### src/design/rpbu_pkg.sv
// Types and constants shared by the pixel blend unit modules.
`default_nettype none

package rpbu_pkg;

	// Blend mode codes as held in the mode register.
	typedef enum logic [3:0] {
		MODE_MULTIPLY = 4'd0,
		MODE_SCREEN   = 4'd1,
		MODE_SUBTRACT = 4'd2,
		MODE_ADD      = 4'd3,
		MODE_OVERLAY  = 4'd4,
		MODE_ISOLATE  = 4'd5,
		MODE_OFFSET   = 4'd6,
		MODE_SCALE    = 4'd7,
		MODE_COMBINE  = 4'd8
	} blend_mode_t;

	// Configuration register indexes.
	localparam int unsigned REG_IDX_W = 2;
	localparam logic [REG_IDX_W-1:0] REG_BLEND_MODE     = 2'd0;
	localparam logic [REG_IDX_W-1:0] REG_CHANNEL_SELECT = 2'd1;
	localparam logic [REG_IDX_W-1:0] REG_CHANNEL_AMOUNT = 2'd2;

	localparam int unsigned CFG_DATA_W = 9;
	localparam int unsigned PIX_W      = 8;
	localparam int unsigned AMOUNT_W   = 9;

	// Channel select codes; the unused code acts as red.
	localparam logic [1:0] CH_BLUE  = 2'd0;
	localparam logic [1:0] CH_GREEN = 2'd1;
	localparam logic [1:0] CH_RED   = 2'd2;

	// Rounding bias for division by 255.
	localparam logic [15:0] ROUND_BIAS = 16'd127;

	// Per-channel controls handed from the top level to each lane.
	typedef struct packed {
		blend_mode_t         mode;
		logic                selected;
		logic [AMOUNT_W-1:0] amount;
	} lane_ctrl_t;

endpackage

`default_nettype wire

### src/design/rpbu_cfg.sv
// Configuration register file for the pixel blend unit.
`default_nettype none

module rpbu_cfg
	import rpbu_pkg::*;
(
	input  wire logic                  clk,
	input  wire logic                  arst_n,
	input  wire logic                  write_en,
	input  wire logic [REG_IDX_W-1:0]  write_index,
	input  wire logic [CFG_DATA_W-1:0] write_data,
	output blend_mode_t                mode,
	output logic [1:0]                 chan_sel,
	output logic [AMOUNT_W-1:0]        amount
);

	blend_mode_t         mode_q;
	logic [1:0]          chan_sel_q;
	logic [AMOUNT_W-1:0] amount_q;

	// Decode the register index and update the addressed register.
	always_ff @(posedge clk or negedge arst_n) begin
		if (!arst_n) begin
			mode_q     <= MODE_MULTIPLY;
			chan_sel_q <= CH_BLUE;
			amount_q   <= '0;
		end else if (write_en) begin
			unique case (write_index)
				REG_BLEND_MODE:     mode_q     <= blend_mode_t'(write_data[3:0]);
				REG_CHANNEL_SELECT: chan_sel_q <= write_data[1:0];
				REG_CHANNEL_AMOUNT: amount_q   <= write_data[AMOUNT_W-1:0];
				default: begin
					// Indexes past the register list are ignored.
				end
			endcase
		end
	end

	assign mode     = mode_q;
	assign chan_sel = chan_sel_q;
	assign amount   = amount_q;

endmodule

`default_nettype wire

### src/design/rpbu_lane.sv
// One color channel of the blend datapath: shared multiplier and mode select.
`default_nettype none

module rpbu_lane
	import rpbu_pkg::*;
(
	input  wire logic [PIX_W-1:0] x,
	input  wire logic [PIX_W-1:0] y,
	input  wire logic [PIX_W-1:0] alt,
	input  wire lane_ctrl_t       ctrl,
	output logic [PIX_W-1:0]      result
);

	logic [PIX_W-1:0]   mul_a;
	logic [PIX_W-1:0]   mul_b;
	logic [2*PIX_W-1:0] prod;
	logic [2*PIX_W-1:0] biased;
	logic [2*PIX_W-1:0] div_sum;
	logic [PIX_W-1:0]   quot;
	logic [PIX_W:0]     add_sum;
	logic [PIX_W+1:0]   off_sum;
	logic [PIX_W-1:0]   sub_val;
	logic [PIX_W-1:0]   add_val;
	logic [PIX_W-1:0]   off_val;
	logic [PIX_W-1:0]   scl_val;

	// Pick multiplier operands. Screen and the upper half of overlay work on
	// the complements, overlay doubles the bottom operand, and scale multiplies by the amount.
	always_comb begin
		mul_a = x;
		mul_b = y;
		case (ctrl.mode)
			MODE_SCREEN: begin
				mul_a = ~x;
				mul_b = ~y;
			end
			MODE_OVERLAY: begin
				if (y[PIX_W-1]) begin
					mul_a = ~x;
					mul_b = {~y[PIX_W-2:0], 1'b0};
				end else begin
					mul_b = {y[PIX_W-2:0], 1'b0};
				end
			end
			MODE_SCALE: begin
				mul_b = ctrl.amount[PIX_W-1:0];
			end
			default: begin
			end
		endcase
	end

	// Round to nearest and divide by 255: q = (v + 1 + (v >> 8)) >> 8.
	assign prod    = mul_a * mul_b;
	assign biased  = prod + ROUND_BIAS;
	assign div_sum = biased + 16'd1 + {8'd0, biased[2*PIX_W-1:PIX_W]};
	assign quot    = div_sum[2*PIX_W-1:PIX_W];

	// Saturating subtract and add.
	assign sub_val = (x > y) ? (x - y) : '0;
	assign add_sum = {1'b0, x} + {1'b0, y};
	assign add_val = add_sum[PIX_W] ? '1 : add_sum[PIX_W-1:0];

	// Signed offset with clamp to the pixel range.
	assign off_sum = {2'b00, x} + {ctrl.amount[AMOUNT_W-1], ctrl.amount};
	always_comb begin
		if (off_sum[PIX_W+1]) begin
			off_val = '0;
		end else if (off_sum[PIX_W]) begin
			off_val = '1;
		end else begin
			off_val = off_sum[PIX_W-1:0];
		end
	end

	// Integer scale: a negative factor gives zero, overflow saturates.
	always_comb begin
		if (ctrl.amount[AMOUNT_W-1]) begin
			scl_val = '0;
		end else if (prod[2*PIX_W-1:PIX_W] != '0) begin
			scl_val = '1;
		end else begin
			scl_val = prod[PIX_W-1:0];
		end
	end

	// Final mode select.
	always_comb begin
		case (ctrl.mode) inside
			MODE_MULTIPLY: result = quot;
			MODE_SCREEN:   result = ~quot;
			MODE_SUBTRACT: result = sub_val;
			MODE_ADD:      result = add_val;
			MODE_OVERLAY:  result = y[PIX_W-1] ? ~quot : quot;
			MODE_OFFSET:   result = ctrl.selected ? off_val : x;
			MODE_SCALE:    result = ctrl.selected ? scl_val : x;
			MODE_ISOLATE,
			MODE_COMBINE:  result = alt;
			default:       result = x;
		endcase
	end

endmodule

`default_nettype wire

### src/design/rgb_pixel_blend_unit.sv
// Top level of the pixel blend unit: request handshake, pipeline registers and lanes.
`default_nettype none

// The unit blends two BGR pixels per request into one result pixel under the
// configured mode and accepts one request every clock while it is not stalled. A
// request is captured in an input register, passes through the per-channel
// logic and lands in the result register, from which it is offered on the
// output. The critical path is the 8x8 multiplier in each channel lane
// followed by the divide-by-255 rounding adder. The output register can hold
// a finished result while the input register takes the next request; the
// block stalls only when both are full. Configuration registers should be
// written only while no request is in flight.

module rgb_pixel_blend_unit
	import rpbu_pkg::*;
(
	input  wire logic                  clk,
	input  wire logic                  arst_n,
	input  wire logic                  write_en,
	input  wire logic [REG_IDX_W-1:0]  write_index,
	input  wire logic [CFG_DATA_W-1:0] write_data,
	input  wire logic                  in_valid,
	output logic                       in_ready,
	input  wire logic [PIX_W-1:0]      a_blue,
	input  wire logic [PIX_W-1:0]      a_green,
	input  wire logic [PIX_W-1:0]      a_red,
	input  wire logic [PIX_W-1:0]      b_blue,
	input  wire logic [PIX_W-1:0]      b_green,
	input  wire logic [PIX_W-1:0]      b_red,
	input  wire logic [PIX_W-1:0]      c_red,
	output logic                       out_valid,
	input  wire logic                  out_ready,
	output logic [PIX_W-1:0]           out_blue,
	output logic [PIX_W-1:0]           out_green,
	output logic [PIX_W-1:0]           out_red
);

	blend_mode_t         mode;
	logic [1:0]          chan_sel;
	logic [AMOUNT_W-1:0] amount;

	logic             valid_s1;
	logic             valid_s2;
	logic             advance_s1;
	logic [PIX_W-1:0] a_blue_s1, a_green_s1, a_red_s1;
	logic [PIX_W-1:0] b_blue_s1, b_green_s1, b_red_s1;
	logic [PIX_W-1:0] c_red_s1;
	logic [PIX_W-1:0] res_blue_s2, res_green_s2, res_red_s2;

	logic [PIX_W-1:0] iso_val;
	logic [PIX_W-1:0] alt_blue, alt_green, alt_red;
	logic [PIX_W-1:0] lane_blue, lane_green, lane_red;
	lane_ctrl_t       ctrl_blue, ctrl_green, ctrl_red;

	rpbu_cfg u_cfg (
		.clk         (clk),
		.arst_n      (arst_n),
		.write_en    (write_en),
		.write_index (write_index),
		.write_data  (write_data),
		.mode        (mode),
		.chan_sel    (chan_sel),
		.amount      (amount)
	);

	// Stage 1 moves on whenever the result register is empty or being drained.
	assign advance_s1 = !valid_s2 || out_ready;
	assign in_ready   = !valid_s1 || advance_s1;

	// Pipeline valid bits.
	always_ff @(posedge clk or negedge arst_n) begin
		if (!arst_n) begin
			valid_s1 <= 1'b0;
			valid_s2 <= 1'b0;
		end else begin
			if (in_ready) begin
				valid_s1 <= in_valid;
			end
			if (advance_s1) begin
				valid_s2 <= valid_s1;
			end
		end
	end

	// Input register captures the request payload.
	always_ff @(posedge clk) begin
		if (in_valid && in_ready) begin
			a_blue_s1  <= a_blue;
			a_green_s1 <= a_green;
			a_red_s1   <= a_red;
			b_blue_s1  <= b_blue;
			b_green_s1 <= b_green;
			b_red_s1   <= b_red;
			c_red_s1   <= c_red;
		end
	end

	// Channel chosen for isolate mode; the unused select code means red.
	always_comb begin
		if (chan_sel[1]) begin
			iso_val = a_red_s1;
		end else if (chan_sel[0]) begin
			iso_val = a_green_s1;
		end else begin
			iso_val = a_blue_s1;
		end
	end

	// Pass-through values for isolate and combine modes.
	assign alt_blue  = (mode == MODE_ISOLATE) ? iso_val : a_blue_s1;
	assign alt_green = (mode == MODE_ISOLATE) ? iso_val : b_green_s1;
	assign alt_red   = (mode == MODE_ISOLATE) ? iso_val : c_red_s1;

	// Lane controls carry the mode, the amount and whether the lane is selected.
	assign ctrl_blue  = '{mode: mode, selected: (chan_sel == CH_BLUE), amount: amount};
	assign ctrl_green = '{mode: mode, selected: (chan_sel == CH_GREEN), amount: amount};
	assign ctrl_red   = '{mode: mode, selected: chan_sel[1], amount: amount};

	rpbu_lane u_lane_blue (
		.x      (a_blue_s1),
		.y      (b_blue_s1),
		.alt    (alt_blue),
		.ctrl   (ctrl_blue),
		.result (lane_blue)
	);

	rpbu_lane u_lane_green (
		.x      (a_green_s1),
		.y      (b_green_s1),
		.alt    (alt_green),
		.ctrl   (ctrl_green),
		.result (lane_green)
	);

	rpbu_lane u_lane_red (
		.x      (a_red_s1),
		.y      (b_red_s1),
		.alt    (alt_red),
		.ctrl   (ctrl_red),
		.result (lane_red)
	);

	// Result register.
	always_ff @(posedge clk) begin
		if (advance_s1 && valid_s1) begin
			res_blue_s2  <= lane_blue;
			res_green_s2 <= lane_green;
			res_red_s2   <= lane_red;
		end
	end

	assign out_valid = valid_s2;
	assign out_blue  = res_blue_s2;
	assign out_green = res_green_s2;
	assign out_red   = res_red_s2;

endmodule

`default_nettype wire

### config.mk
export PLATFORM = sky130hd
export DESIGN_NAME = rgb_pixel_blend_unit
export DESIGN_NICKNAME = d
export VERILOG_FILES = /design/src/design/rpbu_pkg.sv /design/src/design/rpbu_cfg.sv /design/src/design/rpbu_lane.sv /design/src/design/rgb_pixel_blend_unit.sv
export SDC_FILE = /design/constraint.sdc
export NUM_CORES = 1
export LEC_CHECK = 0
export BUFFER_PORTS_ARGS = -buffer_cell sky130_fd_sc_hd__buf_2
export CAP_MARGIN = 10
export CORE_ASPECT_RATIO = 1.75
export CORE_UTILIZATION = 35
export CTS_BUF_LIST = sky130_fd_sc_hd__clkbuf_4 sky130_fd_sc_hd__clkbuf_8
export CTS_CLUSTER_DIAMETER = 60
export CTS_CLUSTER_SIZE = 24
export DETAILED_ROUTE_END_ITERATION = 6
export GPL_ROUTABILITY_DRIVEN = 0
export SYNTH_ARGS = -nofsm -noshare
export SYNTH_HDL_FRONTEND = slang
export SYNTH_HIERARCHICAL = 1
export SYNTH_SLANG_ARGS = --single-unit
### constraint.sdc
create_clock -name clk -period 11.2 [get_ports clk]
set_input_delay 0 -clock clk [delete_from_list [all_inputs] [get_ports clk]]
set_output_delay 0 -clock clk [all_outputs]
set_load 0.05 [all_outputs]
==> out/metrics.csv, run 1 <==
stage,metric,value,unit
clocking,path_clk_slew,140,ps
layout,n_fill_cell,5835,
critical_path,cp_top_family,adder cells,
yosys,synth_ff_type,edfxtp_1,
yosys,synth_top_area_share,0.1275,
sta,finalSetupTns,0,ps
hold_path,hold_start,b_blue[5],
critical_path,worstSetupStartpointType,flip-flop,
routing,via_count,19380,
yosys,synthTopCellsByArea,"ha_1 (13%), edfxtp_1 (12%), fa_1 (12%)",
routing,vias_per_cell,5.808,
routing,drt-initial-drc-count,1327,
hold_path,min_path_type,input port to flip-flop,
yosys,ys_async_sr_fraction,0.1753,
critical_path,critPathMaxStageDelay,910,ps
critical_path,cpMaxStageDelayCell,a221oi_1,
yosys,synthesis.nets,2811,
routing,drc,0,
clocking,numClockSinks,97,
sta,tightest_slew,1217,ps
grt,globalRouteMet2Util,0.4549,
die,ios,98,
critical_path,reg2reg_depth,29,
yosys,netlist_area,20020,µm²
die,core,56400,µm²
yosys,netlist_instances,2418,
critical_path,cp.arrival,10790,ps
yosys,synth.distinct_cells,118,
layout,layout.nets,2962,
sta,fin_crit,10490,ps
clocking,worstSkewPairLatency,460,ps
sta,skew,33.18,ps
sta,slew_headroom,0.1839,
sta,hold_viol_final,0,
routing,wl_per_cell,21.61,µm
sta,max_freq,0.09535,GHz
critical_path,criticalPathCategory,flip-flop to flip-flop,
grt,grt_max_degree,57,
placement,portBuffers,97,
yosys,synth_edf_count,80,
hold_path,worstHoldEndpoint,b_blue_s1[5],
clocking,numCtsBuffers,9,
critical_path,required,11500,ps
sta,setup_violations,0,
grt,grt_pass1_wl,110.5,mm
die,rows,115,
sta,rsz0062_at_grt,no,
run_status,status,"complete, no violations",
die,fp.dieW,182.8,µm
sta,slew_violations,0,
critical_path,cp_num_buf_inv,4,
critical_path,critPathMaxFanout,38,
die,die_h,318.4,µm
grt,grt_busiest_layer,met2,
yosys,synth.avg_cell_area,8.278,µm²
yosys,ys_seq_area_frac,0.1413,
critical_path,reg2reg_to,out_green[7],
grt,grt_use_total,0.2473,
routing,drtAntennaViolNets,0,
critical_path,cpMostUsedCell,fa_1,
yosys,yosys_warnings,6,
placement,dp.final_hpwl,57.11,mm
placement,postPlaceCellArea,21390,µm²
critical_path,r2r_slack,710,ps
clocking,cts-htree-levels,3,
layout,areaGrowthSynthToFinish,11.81,%
clocking,cts_resized,0,
routing,drt-total-wl,72.08,mm
layout,final_area,22380,µm²
grt,grtUsageMet3,0.03259,
grt,antenna_found_initial,2,
clocking,tritoncts,done,
clocking,clockBufferDepth,2,
grt,grt_pass1_vias,19790,
die,start_util,0.3549,
die,die-area,58180,µm²
grt,grt_overflow,0,
critical_path,reg2reg_from,u_cfg/mode[2],
yosys,synth_top_cell_by_area,ha_1,
routing,dr.pass1.iters,7,
clocking,clock-root-buffer,clkbuf_8,
flow_run,maxCapViolations,0,
layout,drive_above_1_share,0.1123,
hold_path,holdPathStages,2,
sta,period_share,0.9364,
yosys,synth-seq-cells,97,
critical_path,cp-end-kind,flip-flop,
grt,grtUsageMet1,0.2445,
-- per-stage QoR --
step                hold slack (ps)  std cells  utilization  setup WS (ps)
floorplan                    -295.6       2418            -           2227
global placement             -53.85       3241       0.3792           1132
detailed placement           -50.54       3241       0.3792          910.6
CTS                           231.1       3333       0.3966          904.6
global route                  252.2       3336       0.3968          202.9
finish                        265.6       3336       0.3968          712.3
-- layout by cell type, fill, tap and decap left out, types with 44 or more instances in the layout --
cell,count
nand2_1,178
a21oi_1,151
dlygate4sd3_1,76
edfxtp_1,80
ha_1,204
buf_2,98
nor3_1,44
xor2_1,62
nor2_1,279
fa_1,117
o21ai_0,91
nand3_1,47
xnor2_1,119
inv_1,255
-- worst register-to-register path, delay by kind of cell, from the launching register on --
family	cells	cell delay, ps
AO/OA/AOI/OAI	8	2400
XOR/XNOR	3	1300
adder cells (fa/ha/maj)	6	2830
buffers and inverters	4	730
flip-flops	1	420
AND/OR/NAND/NOR	8	2660
-- state kept, by name, indices dropped and copies added, names as in the netlist --
signal / cells
b_green_s1: 8
c_red_s1: 8
u_cfg/chan_sel: 2
a_red_s1: 8
u_cfg/mode: 4
out_blue: 8
u_cfg/amount: 9
valid_s1: 1
out_green: 8
a_blue_s1: 8
out_valid: 1
b_blue_s1: 8
a_green_s1: 8
b_red_s1: 8
out_red: 8
-- worst max path at each step --
stage	to	startpoint	slack, ps	cells after the start
detailed placement	out_green[7]	u_cfg/mode[2]	910	29
finish	out_green[7]	u_cfg/mode[2]	710	29
CTS	out_green[7]	u_cfg/mode[2]	900	29
floorplan	out_blue[4]	u_cfg/mode[3]	2230	33
global route	out_green[3]	u_cfg/mode[2]	200	30
global placement	out_green[7]	u_cfg/mode[2]	1130	29
-- cell type report --
class	instances	area, µm²	area share
diodes	2	5.005	0.0002236
clock buffers	9	123.9	0.005535
clock inverters	7	95.09	0.004249
inverters	259	972.2	0.04344
multi-input cells	1995	15910	0.7107
flip-flops and latches	97	2829	0.1264
well taps	760	950.9	0.04249
repair buffers	207	1499	0.06698
-- Yosys cell counts, types with 9 or more instances --
cell type / n
nor2_1: 279
inv_1: 255
ha_1: 204
nand2_1: 178
a21oi_1: 151
xnor2_1: 119
fa_1: 117
o21ai_0: 91
edfxtp_1: 80
xor2_1: 62
nand3_1: 47
nor3_1: 44
clkbuf_1: 43
a21o_1: 38
or2_2: 37
o211ai_1: 34
nand2b_1: 33
and2_1: 27
o21bai_1: 26
a31oi_1: 24
or3_1: 24
and3_1: 23
nor2b_1: 23
a221oi_1: 22
nand4_1: 21
a211oi_1: 20
mux2_2: 19
mux2i_1: 19
a22oi_1: 18
dfrtp_1: 17
o22ai_1: 17
o221ai_1: 16
buf_2: 15
o21a_1: 14
o211ai_2: 10
o21ai_1: 10
a2111oi_0: 9
xnor3_1: 9
-- logic make-up (layout without fill, tap and decap cells) --
kind of cell               Yosys count  after routing  synth area share
adders and majority gates          321            321            0.2445
AOI/OAI and AO/OA                  629            629            0.2240
xor gates and xnor gates           199            199           0.09889
and+or+nand+nor                    800            800            0.2010
muxes                               46             46           0.02619
other                                0              2                 0
DFF                                 97             97            0.1413
buffers and inverters              326            482           0.06414
-- per-layer routing --
metal,up-vias,wire [µm]
li1,8938,-
met5,-,0
met2,808,37330
met3,328,3657
met1,9301,24580
met4,0,6508
-- what timing repair did --
action,in CTS,in global routing
hold buffers,76,0
setup endpoints to repair,0,0
setup buffers,0,0
hold endpoints to repair,90,0
Power of run 1 is not shown: default switching activity piles up to over one toggle a cycle in this logic, so the estimate is an artifact.
==> run 2, diff against run 1 <==
--- a/config.mk
+++ b/config.mk
@@ -5,6 +5,7 @@
 export SDC_FILE = /design/constraint.sdc
 export NUM_CORES = 1
 export LEC_CHECK = 0
+export ABC_AREA = 1
 export BUFFER_PORTS_ARGS = -buffer_cell sky130_fd_sc_hd__buf_2
 export CAP_MARGIN = 10
 export CORE_ASPECT_RATIO = 1.75
==> run 2 against run 1 <==
Against the previous run:
- via count increased by 9.4%
- first-iteration DRC count fell by 14%
- core utilization is essentially flat
- die area increased by 3.2%
- global-route usage fell by 1.1 points
- largest cell class unchanged
- highest routed layer unchanged
- clock skew rose by 8.1 ps
- register-to-register slack gained 1300 ps
==> out/metrics.csv, run 2 <==
stage,metric,value,unit,change
yosys,synth_top_area_share,0.1587,,was 0.1275
layout,layout.nets,3767,,"was 2,962"
clocking,cts-htree-levels,3,,unchanged
layout,areaGrowthSynthToFinish,11.75,%,was 11.81%
yosys,ys_seq_area_frac,0.1368,,was 0.1413
yosys,synth_commonest_cells,"nand2_1 (874), inv_1 (549), nor2_1 (349), nand3_1 (268), ha_1 (204)",,"was nor2_1 (279), inv_1 (255), ha_1 (204), nand2_1 (178), a21oi_1 (151)"
die,die_h,323.5,µm,was 318.4 µm
routing,drt-total-wl,70.45,mm,was 72.08 mm
die,core,58260,µm²,"was 56,400 µm²"
die,fp.dieW,185.7,µm,was 182.8 µm
yosys,ys_async_sr_fraction,0.1753,,unchanged
critical_path,reg2reg_from,u_cfg/mode[1],,was u_cfg/mode[2]
sta,tightest_slew,1128,ps,was 1217 ps
routing,drt-initial-drc-count,1136,,"was 1,327"
critical_path,cp_top_family,simple AND/OR/NAND/NOR gates,,was adder cells
hold_path,min_path_type,input port to flip-flop,,unchanged
routing,wl_per_cell,16.96,µm,was 21.61 µm
sta,setup_violations,0,,unchanged
layout,largest_register_ffs,9,,unchanged
yosys,synth.distinct_cells,55,,was 118
sta,fin_crit,9166,ps,"was 10,490 ps"
placement,dp.final_hpwl,58.21,mm,was 57.11 mm
yosys,synthSimpleGateAreaFrac,0.3814,,was 0.2010
clocking,numClockSinks,97,,unchanged
yosys,synth_top_family_by_area,simple AND/OR/NAND/NOR gates,,was adder cells
routing,drtAntennaViolNets,0,,unchanged
die,die-area,60060,µm²,"was 58,180 µm²"
yosys,synth-seq-cells,97,,unchanged
critical_path,reg2reg_to,out_green[7],,unchanged
die,rows,117,,was 115
die,start_util,0.3547,,was 0.3549
critical_path,r2r_slack,2030,ps,was 710 ps
routing,dr.pass1.iters,7,,unchanged
sta,max_freq,0.1091,GHz,was 0.09535 GHz
grt,antenna_found_initial,1,,was 2
flow_run,maxCapViolations,0,,unchanged
sta,period_share,0.8184,,was 0.9364
critical_path,cp.arrival,9360,ps,"was 10,790 ps"
critical_path,critPathMaxStageDelay,870,ps,was 910 ps
sta,slew_violations,0,,unchanged
critical_path,cp-end-kind,flip-flop,,unchanged
yosys,synth_ff_type,edfxtp_1,,unchanged
grt,grt_overflow,0,,unchanged
yosys,muxShareOfSynthArea,0,,was 0.02619
clocking,clockBufferDepth,2,,unchanged
clocking,clock-root-buffer,clkbuf_8,,unchanged
critical_path,critPathMaxFanout,15,,was 38
grt,grt_use_total,0.2367,,was 0.2473
yosys,synth.avg_cell_area,6.444,µm²,was 8.278 µm²
yosys,synth_edf_count,80,,unchanged
critical_path,cpMostUsedCell,nand2_1,,was fa_1
die,ios,98,,unchanged
routing,drc,0,,unchanged
layout,final_cell_mix,"nand2_1 (874), inv_1 (548), nor2_1 (349)",,"was nor2_1 (279), inv_1 (255), ha_1 (204)"
clocking,numCtsBuffers,9,,unchanged
grt,grt_pass1_vias,20980,,"was 19,790"
placement,portBuffers,97,,unchanged
yosys,netlist_instances,3207,,"was 2,418"
critical_path,cpMaxStageDelayCell,nor2_1,,was a221oi_1
yosys,netlist_area,20670,µm²,"was 20,020 µm²"
yosys,synth-compound-area-share,0.09741,,was 0.2240
yosys,yosys_warnings,6,,unchanged
routing,vias_per_cell,5.106,,was 5.808
sta,hold_viol_final,0,,unchanged
critical_path,cp_num_buf_inv,8,,was 4
clocking,tritoncts,done,,unchanged
critical_path,criticalPathCategory,flip-flop to flip-flop,,unchanged
clocking,cts_resized,0,,unchanged
critical_path,cp_num_cells,42,,was 29
critical_path,reg2reg_depth,42,,was 29
critical_path,required,11400,ps,"was 11,500 ps"
clocking,path_clk_slew,150,ps,was 140 ps
critical_path,startpoint,u_cfg/mode[1],,was u_cfg/mode[2]
grt,grt_max_degree,57,,unchanged
layout,drive_above_1_share,0.09707,,was 0.1123
run_status,status,"complete, no violations",,unchanged
sta,slew_headroom,0.2453,,was 0.1839
yosys,synthTopCellsByArea,"nand2_1 (16%), ha_1 (12%), edfxtp_1 (12%)",,"was ha_1 (13%), edfxtp_1 (12%), fa_1 (12%)"
sta,skew,41.31,ps,was 33.18 ps
sta,finalSetupTns,0,ps,unchanged
layout,final_common_cell,nand2_1,,was nor2_1
critical_path,worstSetupStartpointType,flip-flop,,unchanged
clocking,postCtsSetupBuffers,0,,unchanged
sta,rsz0062_at_grt,no,,unchanged
clocking,worstSkewPairLatency,460,ps,about the same
yosys,synthXorXnorAreaFrac,0.03318,,was 0.09889
critical_path,worstSetupEndpoint,out_green[7],,unchanged
yosys,synthesis.nets,3600,,"was 2,811"
yosys,yosys.area_share.adder,0.2368,,was 0.2445
yosys,synth_top_cell_by_area,nand2_1,,was ha_1
yosys,yosysMostFrequentCell,nand2_1,,was nor2_1
grt,grt_pass1_wl,109.5,mm,was 110.5 mm
routing,via_count,21210,,"was 19,380"
run 2: layer usage:
layer  wire length, µm  track usage  up-vias
met5                 0            0        -
met4              4640       0.1528        0
met3              2089      0.01756      205
met2             38460       0.4613      564
met1             25260       0.2354     9871
li1                  -            -    10570
run 2: timing repair:
action | CTS | global route
endpoints found under the hold margin | 90 | 0
endpoints found under the setup margin | 0 | 0
hold buffers | 85 | 0
run 2: cell type report:
| cell class | count | area, µm² |
|---|---|---|
| multi-input combinational | 2493 | 15490 |
| sequential | 97 | 2828 |
| clock buffer | 9 | 123.9 |
| timing repair buffer | 192 | 1411 |
| fill | 6470 | 35170 |
| inverter | 581 | 2193 |
| tap | 773 | 967.2 |
| clock inverter | 7 | 81.33 |
| antenna | 1 | 2.502 |
run 2: worst min-delay path by stage:
stage              start            to  cells after the start
2_1_floorplan     arst_n     out_valid                      0
3_3_place_gp      arst_n     out_valid                      1
3_5_place_dp      arst_n     out_valid                      1
4_1_cts        a_blue[3]  a_blue_s1[3]                      2
5_1_grt         a_red[4]   a_red_s1[4]                      2
6_report        c_red[6]   c_red_s1[6]                      2
run 2: per-stage QoR:
stage,worst slack [ps],utilization,cell area (µm²),instances,hold slack (ps)
after floorplan,3674,-,20670,3207,-295.6
after global placement,2239,0.3782,22030,4051,-44.21
after detailed placement,2137,0.3782,22030,4051,-42.17
after CTS,2073,0.3963,23090,4152,229.6
after global routing,1358,0.3964,23090,4153,252.5
final,2034,0.3964,23090,4153,253.4
run 2: cells by family after synthesis:
logic type	after synthesis
xor gates and xnor gates	74
DFF	97
and+or+nand+nor	1743
adders and majority gates	321
AOI/OAI and AO/OA	355
buffers and inverters	617
Power of run 2 is left out for the same reason.
